===== src/rtl/core/gap_over_atr_ratio_defines.svh =====
// ----------------------------------------------------------------------------
// Gap over ATR ratio: assertion macros
// Concurrent check wrappers, removable with NO_ASSERTIONS.
// ----------------------------------------------------------------------------
`ifndef GAP_OVER_ATR_RATIO_DEFINES_SVH
`define GAP_OVER_ATR_RATIO_DEFINES_SVH

`ifndef NO_ASSERTIONS
`define GOAR_ASSERT(name, prop) \
  name: assert property (@(posedge clk) disable iff (rst) prop) \
    else $error("goar: assertion failed");
`define GOAR_ASSERT_RST(name, prop) \
  name: assert property (@(posedge clk) prop) \
    else $error("goar: reset assertion failed");
`else
`define GOAR_ASSERT(name, prop)
`define GOAR_ASSERT_RST(name, prop)
`endif

`endif


===== src/rtl/core/goar_pkg.sv =====
// ----------------------------------------------------------------------------
// Gap over ATR ratio package
// Shared widths, register map and constants.
// ----------------------------------------------------------------------------
package goar_pkg;

  localparam int DATA_W   = 32;
  localparam int PERIOD_W = 6;
  localparam int CNT_W    = PERIOD_W + 1;
  localparam int SUM_W    = DATA_W + PERIOD_W;
  localparam int FRAC_W   = 16;
  localparam int QBITS_W  = 6;

  localparam logic [PERIOD_W-1:0] PERIOD_RESET = 6'd14;
  localparam logic [DATA_W-1:0]   RATIO_SAT    = 32'hFFFF_FFFF;

  // register index taken from paddr[2]
  localparam logic ADDR_ATR_PERIOD = 1'b0;

endpackage


===== src/rtl/core/gap_over_atr_ratio.sv =====
// ----------------------------------------------------------------------------
// Gap over ATR ratio
// Opening gap against the average true range, unsigned Q16.16, saturating.
// ----------------------------------------------------------------------------
// Bars enter on the bar channel (bar_valid/bar_ready) with open, high, low
// and close in ticks. Each bar after the first yields one gap_ratio
// transaction on the ratio channel (ratio_valid/ratio_ready); the first bar
// after reset only stores its close.
// The APB port holds atr_period at address 0; the window spans
// atr_period+1 true ranges. Write it only while the block is idle.
// A bar is handled in steps: the window of min(atr_period+1, bars
// stored) true ranges is summed through the single ring memory read
// port, then come a multiply, a decision, the serial divider, an output
// load and a return to idle; a zero sum or saturation skips the divider.
// The first bar is taken without leaving idle. bar_ready is high only
// while idle.
// The result sits in an output register; a stalled receiver holds the
// next result in the sequencer until the register frees up.
// Reset (synchronous) returns atr_period to 14, empties the window and
// clears the first-bar flag; the ring memory needs no clearing pass.
// ----------------------------------------------------------------------------
`include "gap_over_atr_ratio_defines.svh"

module gap_over_atr_ratio import goar_pkg::*; #(
  parameter int MAX_WINDOW = 64
) (
  input  logic              clk,
  input  logic              rst,
  input  logic              psel,
  input  logic              penable,
  input  logic              pwrite,
  input  logic [2:0]        paddr,
  input  logic [31:0]       pwdata,
  output logic [31:0]       prdata,
  output logic              pready,
  input  logic              bar_valid,
  output logic              bar_ready,
  input  logic [DATA_W-1:0] bar_open,
  input  logic [DATA_W-1:0] bar_high,
  input  logic [DATA_W-1:0] bar_low,
  input  logic [DATA_W-1:0] bar_close,
  output logic              ratio_valid,
  input  logic              ratio_ready,
  output logic [DATA_W-1:0] gap_ratio
);

  localparam int PTR_W  = $clog2(MAX_WINDOW);
  localparam int FILL_W = $clog2(MAX_WINDOW + 1);
  localparam int CMP_W  = (FILL_W > CNT_W) ? FILL_W : CNT_W;
  localparam int PROD_W = DATA_W + CNT_W;

  localparam logic [2:0] ST_IDLE = 3'd0;
  localparam logic [2:0] ST_SUM  = 3'd1;
  localparam logic [2:0] ST_MUL  = 3'd2;
  localparam logic [2:0] ST_DIV  = 3'd3;
  localparam logic [2:0] ST_RUN  = 3'd4;
  localparam logic [2:0] ST_DONE = 3'd5;

  logic [2:0]          state;
  logic [PERIOD_W-1:0] atr_period;
  logic [DATA_W-1:0]   last_close;
  logic                seen_first_bar;
  logic [FILL_W-1:0]   fill;
  logic [PTR_W-1:0]    ptr;
  logic [CNT_W-1:0]    left;
  logic                pending;

  logic [DATA_W-1:0]   ring [MAX_WINDOW];
  logic [DATA_W-1:0]   rd_data;
  logic [PTR_W-1:0]    rd_addr;
  logic [DATA_W-1:0]   gap;
  logic [CNT_W-1:0]    count;
  logic [SUM_W-1:0]    range_sum;
  logic [PROD_W-1:0]   prod;
  logic [DATA_W-1:0]   res;

  logic                accept;
  logic                cfg_write;
  logic [DATA_W-1:0]   d_hp, d_lp, d_hl, tr, gap_next;
  logic                hl_ok;
  logic [FILL_W-1:0]   fill_next;
  logic [PTR_W-1:0]    ptr_next, rd_addr_next;
  logic [CNT_W-1:0]    period_cnt, count_next;
  logic                sum_zero, ovf;
  logic [SUM_W-1:0]    num_hi;
  logic                div_start, div_busy, div_done;
  logic [DATA_W-1:0]   div_quot;
  logic                out_free;

  assign pready    = 1'b1;
  assign cfg_write = psel && penable && pwrite && pready;
  assign prdata    = (paddr[2] == ADDR_ATR_PERIOD) ? {26'd0, atr_period} : 32'd0;

  assign bar_ready = (state == ST_IDLE);
  assign accept    = bar_valid && bar_ready;
  assign out_free  = !ratio_valid || ratio_ready;

  always_comb begin
    d_hp  = (bar_high >= last_close) ? bar_high - last_close : last_close - bar_high;
    d_lp  = (bar_low >= last_close) ? bar_low - last_close : last_close - bar_low;
    hl_ok = bar_high >= bar_low;
    d_hl  = bar_high - bar_low;
    tr    = (d_lp > d_hp) ? d_lp : d_hp;
    if (hl_ok && d_hl > tr) begin
      tr = d_hl;
    end
    gap_next = (bar_open >= last_close) ? bar_open - last_close : last_close - bar_open;
    fill_next = (fill == FILL_W'(MAX_WINDOW)) ? fill : fill + 1'b1;
    ptr_next = (ptr == PTR_W'(MAX_WINDOW - 1)) ? '0 : ptr + 1'b1;
    rd_addr_next = (rd_addr == '0) ? PTR_W'(MAX_WINDOW - 1) : rd_addr - 1'b1;
    period_cnt = {1'b0, atr_period} + 1'b1;
    count_next = (CMP_W'(fill_next) < CMP_W'(period_cnt)) ? CNT_W'(fill_next) : period_cnt;
    num_hi   = SUM_W'(prod[PROD_W-1:FRAC_W]);
    sum_zero = (range_sum == '0);
    ovf      = num_hi >= range_sum;
  end

  assign div_start = (state == ST_DIV) && !sum_zero && !ovf;

  goar_div u_div (
    .clk    (clk),
    .rst    (rst),
    .start  (div_start),
    .num_hi (num_hi),
    .num_lo ({prod[FRAC_W-1:0], {FRAC_W{1'b0}}}),
    .den    (range_sum),
    .busy   (div_busy),
    .done   (div_done),
    .quot   (div_quot)
  );

  always_ff @(posedge clk) begin
    if (rst) begin
      state          <= ST_IDLE;
      atr_period     <= PERIOD_RESET;
      last_close     <= '0;
      seen_first_bar <= 1'b0;
      fill           <= '0;
      ptr            <= '0;
      left           <= '0;
      pending        <= 1'b0;
      ratio_valid    <= 1'b0;
    end else begin
      if (cfg_write && paddr[2] == ADDR_ATR_PERIOD) begin
        atr_period <= pwdata[PERIOD_W-1:0];
      end
      if (state == ST_DONE && out_free) begin
        ratio_valid <= 1'b1;
      end else if (ratio_ready) begin
        ratio_valid <= 1'b0;
      end
      unique case (state)
        ST_IDLE: begin
          if (accept) begin
            last_close <= bar_close;
            if (!seen_first_bar) begin
              seen_first_bar <= 1'b1;
            end else begin
              ptr     <= ptr_next;
              fill    <= fill_next;
              left    <= count_next;
              pending <= 1'b0;
              state   <= ST_SUM;
            end
          end
        end
        ST_SUM: begin
          pending <= (left != '0);
          if (left != '0) begin
            left <= left - 1'b1;
          end else if (!pending) begin
            state <= ST_MUL;
          end
        end
        ST_MUL: begin
          state <= ST_DIV;
        end
        ST_DIV: begin
          state <= div_start ? ST_RUN : ST_DONE;
        end
        ST_RUN: begin
          if (div_done) begin
            state <= ST_DONE;
          end
        end
        ST_DONE: begin
          if (out_free) begin
            state <= ST_IDLE;
          end
        end
        default: begin
          state <= ST_IDLE;
        end
      endcase
    end
  end

  always_ff @(posedge clk) begin
    if (accept && seen_first_bar) begin
      ring[ptr] <= tr;
    end
    if (state == ST_SUM && left != '0) begin
      rd_data <= ring[rd_addr];
    end
  end

  always_ff @(posedge clk) begin
    case (state)
      ST_IDLE: begin
        if (accept) begin
          gap       <= gap_next;
          count     <= count_next;
          range_sum <= '0;
          rd_addr   <= ptr;
        end
      end
      ST_SUM: begin
        if (pending) begin
          range_sum <= range_sum + SUM_W'(rd_data);
        end
        if (left != '0) begin
          rd_addr <= rd_addr_next;
        end
      end
      ST_MUL: begin
        prod <= PROD_W'(gap) * PROD_W'(count);
      end
      ST_DIV: begin
        if (sum_zero) begin
          res <= (gap[DATA_W-1:FRAC_W] != '0) ? RATIO_SAT
                                              : {gap[FRAC_W-1:0], {FRAC_W{1'b0}}};
        end else if (ovf) begin
          res <= RATIO_SAT;
        end
      end
      ST_RUN: begin
        if (div_done) begin
          res <= div_quot;
        end
      end
      ST_DONE: begin
        if (out_free) begin
          gap_ratio <= res;
        end
      end
      default: begin
      end
    endcase
  end

  `GOAR_ASSERT(a_ready_div_idle, bar_ready |-> !div_busy)
  `GOAR_ASSERT(a_div_done_run, div_done |-> (state == ST_RUN))
  `GOAR_ASSERT(a_fill_bound, fill <= FILL_W'(MAX_WINDOW))
  `GOAR_ASSERT(a_sum_reads, (state == ST_SUM) |-> (left <= count))
  `GOAR_ASSERT_RST(a_reset_idle, rst |=> (state == ST_IDLE) && !ratio_valid)

endmodule


===== src/rtl/core/goar_div.sv =====
// ----------------------------------------------------------------------------
// Gap over ATR ratio: serial divider
// Restoring divider, one quotient bit per cycle, 32 quotient bits.
// ----------------------------------------------------------------------------
module goar_div import goar_pkg::*; (
  input  logic              clk,
  input  logic              rst,
  input  logic              start,
  input  logic [SUM_W-1:0]  num_hi,
  input  logic [DATA_W-1:0] num_lo,
  input  logic [SUM_W-1:0]  den,
  output logic              busy,
  output logic              done,
  output logic [DATA_W-1:0] quot
);

  logic [SUM_W-1:0]   rem;
  logic [DATA_W-1:0]  lo;
  logic [QBITS_W-1:0] cnt;
  logic [SUM_W:0]     shifted;
  logic               ge;
  logic [SUM_W:0]     diff;

  always_comb begin
    shifted = {rem, lo[DATA_W-1]};
    ge      = shifted >= {1'b0, den};
    diff    = shifted - {1'b0, den};
  end

  always_ff @(posedge clk) begin
    if (rst) begin
      busy <= 1'b0;
      done <= 1'b0;
      cnt  <= '0;
    end else begin
      done <= 1'b0;
      if (start) begin
        busy <= 1'b1;
        cnt  <= QBITS_W'(DATA_W);
      end else if (busy) begin
        cnt <= cnt - 1'b1;
        if (cnt == QBITS_W'(1)) begin
          busy <= 1'b0;
          done <= 1'b1;
        end
      end
    end
  end

  always_ff @(posedge clk) begin
    if (start) begin
      rem  <= num_hi;
      lo   <= num_lo;
      quot <= '0;
    end else if (busy) begin
      rem  <= ge ? diff[SUM_W-1:0] : shifted[SUM_W-1:0];
      lo   <= {lo[DATA_W-2:0], 1'b0};
      quot <= {quot[DATA_W-2:0], ge};
    end
  end

endmodule

===== config.mk =====
export PLATFORM = sky130hd
export DESIGN_NAME = gap_over_atr_ratio
export DESIGN_NICKNAME = d
export VERILOG_FILES = /design/src/rtl/core/goar_pkg.sv /design/src/rtl/core/gap_over_atr_ratio.sv /design/src/rtl/core/goar_div.sv
export VERILOG_INCLUDE_DIRS = /design/src /design/src/rtl/core
export SDC_FILE = /design/constraint.sdc
export NUM_CORES = 2
export LEC_CHECK = 0
export ABC_CLOCK_PERIOD_IN_PS = 11640
export BUFFER_PORTS_ARGS = -buffer_cell sky130_fd_sc_hd__buf_2
export CAP_MARGIN = 15
export CORE_ASPECT_RATIO = 0.6
export CORE_MARGIN = 1.5
export CORE_UTILIZATION = 55
export CTS_CLUSTER_SIZE = 10
export DETAILED_ROUTE_END_ITERATION = 10
export HOLD_SLACK_MARGIN = 0.08
export PLACE_DENSITY_LB_ADDON = 0.2
export SETUP_SLACK_MARGIN = 0.3
export SYNTH_ARGS = -nofsm -noshare
export SYNTH_HDL_FRONTEND = slang
export SYNTH_HIERARCHICAL = 1
export SYNTH_SLANG_ARGS = --single-unit

===== constraint.sdc =====
create_clock -name clk -period 11.64 [get_ports clk]
set_input_delay 0 -clock clk [delete_from_list [all_inputs] [get_ports clk]]
set_output_delay 0 -clock clk [all_outputs]
set_load 0.01 [all_outputs]

==> flow_summary.ini <==
[status]
status = complete, no violations

[worst_setup_path]
critPathSlowestCell = mux2_4
cp_top_family = compound AO/OA/AOI/OAI gates
critPathCaptureType = register
cp_max_fo = 64
start_kind = register
crit_arrival_ns = 11.16
crit_type = register to register
cp.required_ns = 12.13
worst-path-buf-inv = 4
max_stage_delay_ns = 0.82

[finish]
fin_util_pct = 62.26
drive_gt1_share_pct = 18.74
area_delta_synth_final_pct = 12.49
stdcell_count = 11001
fin_nets = 8842

[grt]
grt_pass1_wl_um = 478700
antenna_found_initial = 36
grt_max_degree = 156
overflow = 0
grt_usage_pct = 30.66
grt_pass1_vias = 68521

[yosys]
syn_inst = 7622
ys_types = 103
synth_edf_count = 2336
ys_ff_latch = 2440
synthArstFlopShare_pct = 0
yosysWarningCount = 6
seq_area_frac_synth_pct = 61.39
syn_area_sq_mm = 0.1177
yosysTopAreaCell = edfxtp_1
synth_area_leaders = edfxtp_1 (60%), mux4_2 (13%), ha_1 (4.8%), fa_1 (2.7%), a21oi_1 (1.9%)
syn_avg_cell_area_sq_um = 15.44
synth_ff_type = edfxtp_1
synth_top_area_share_pct = 59.62

[timing]
layout_min_cycle_time_ns = 10.67
finalSetupTns_ns = 0
slew_headroom_pct = 21.26
rsz0062_at_grt = no
setup_viol = 0
slew_viol_final = 0
fmax_mhz = 93.74
hold_viol = 0
worst_pin_slew_ns = 1.169
fin_skew_ns = 0.05277
period_share_pct = 91.65

[placement]
placed_cells = 10474
gp_congestion = 0.9385
dpl.hpwl_um = 208800
placement.io_buffers = 181

[detailed_routing]
ant_nets = 0
drt_first_iter_violations = 11031
wl_per_cell_um = 30.22
wl_um = 332400
first_pass_iters = 6
vias = 71630
via_per_inst = 6.511
remaining_drc_errors = 0

[clocking]
cts_tree = built
cts_buffers = 288
cts-root-buf = clkbuf_16
clkTransAtPathRegs_ns = 0.05
cts_resized = 0
cts_hold_buffers = 159
clock_tree.buffer_depth = 4
postCtsSetupBuffers = 0
insertion_delay_ns = 0.83
clock-sinks = 2440
cts_max_level = 5

[floorplan]
fp.dieW_um = 600.1
pin_count = 237
fp.dieArea_sq_mm = 0.2168
fp-row-count = 131
start_util_pct = 55.35
die_y_um = 361.3
coreArea_sq_mm = 0.2126

[pwr]
pwr_density_cell_mw_per_mm2 = 342.5
vdd_drop_max_mv = 0.8134
cellLeakagePower_nw = 46.35

[min_path]
holdCritPathClass = primary input to register

[job]
drv_cap = 0
[report_power, final]
part | switching [mW] | leakage (nW) | internal [mW] | total, mW
Sequential | 0.385 | 21.9 | 14.6 | 15.0
Clock | 3.30 | 3.79 | 4.55 | 7.85
Combinational | 14.5 | 20.7 | 7.96 | 22.5
[final timing paths]
check                              startpoint            to  slack [ns]  depth (start not counted)
worst max-delay path            last_close[1]  ring[17][11]        0.97                         35
worst min-delay path                      rst  u_div/cnt[5]        0.13                          3
worst max register to register  last_close[1]  ring[17][11]        0.97                         35
worst min register to register         res[9]  gap_ratio[9]        0.41                          0
[per-stage QoR]
step	area (sq um)	setup slack (ns)	hold slack, ns	total power [mW]
after floorplan	117900	1.906	0.04292	29.10
after global placement	123000	1.175	0.2297	36.60
after detailed placement	123000	1.171	0.2415	37.14
after CTS	132300	1.173	0.08538	45.13
after global routing	132400	0.3682	0.1253	47.58
final	132400	0.9716	0.1344	45.33
[cell usage in the layout, fill, tap and decap left out, types with 66 or more instances in the layout]
master	instances
edfxtp_1	2336
mux4_2	672
nand2_1	563
inv_1	468
ha_1	449
a21oi_1	437
nor2_1	298
clkbuf_16	294
o21ai_0	209
buf_2	181
a21o_1	168
dlygate4sd3_1	159
fa_1	158
xnor2_1	142
buf_4	119
dfxtp_1	103
xor2_1	94
nand3_1	86
mux2i_1	76
o21bai_1	75
nand4_1	71
nor2_4	66
[flip-flops by register name (all words and copies together), names as in the netlist, 32 cells and up]
register / count
ring: 2048
prod: 39
range_sum: 38
u_div/rem: 38
gap: 32
gap_ratio: 32
last_close: 32
rd_data: 32
res: 32
u_div/lo: 32
u_div/quot: 32
[worst reg2reg max path, delay by kind of cell, from the launching register on]
kind	cells	cell delay, ns
adder cells (fa/ha/maj)	3	1.10
XOR/XNOR	1	0.20
buffers and inverters	4	0.98
multiplexers	3	1.43
AND/OR/NAND/NOR	5	0.75
flip-flops	1	0.55
AO/OA/AOI/OAI	19	5.20
[Yosys cell counts (100+ instances only)]
master / instances
dfxtp_1: 104
a21oi_1: 437
ha_1: 449
mux2i_1: 100
a21o_1: 168
inv_1: 468
edfxtp_1: 2336
fa_1: 158
nand2_1: 564
nor2_1: 364
xnor2_1: 142
clkbuf_1: 228
o21ai_0: 209
mux4_2: 672
[logic make-up after synthesis]
logic type      synth area share, %
flops                         61.39
simple gates                  5.524
compound gates                6.560
buf+inv                       2.935
mux                           14.37
fa+ha+maj                     7.463
xor+xnor                      1.757
other cells                0.006383
[cell type report]
| type | count | area [sq um] |
|---|---|---|
| fillers | 15346 | 80230 |
| flip-flops and latches | 2440 | 72230 |
| multi-input cells | 4377 | 43040 |
| clock buffers | 346 | 7572 |
| repair buffers | 488 | 3963 |
| well taps | 2859 | 3577 |
| inverters | 470 | 1764 |
| clock inverters | 17 | 210.2 |
| diodes | 4 | 10.01 |
[routing by layer]
| layer | wire (um) | share of wire [%] | vias to the layer above | global-route usage (%) |
|---|---|---|---|---|
| li1 | - | - | 30065 | - |
| met1 | 143300 | 43 | 36773 | 48.99 |
| met2 | 136000 | 41 | 4275 | 41.11 |
| met3 | 46210 | 14 | 481 | 9.730 |
| met4 | 6629 | 2.0 | 36 | 6.077 |
| met5 | 269 | 0.081 | - | 0 |
Power figures use the tool's default switching activity.
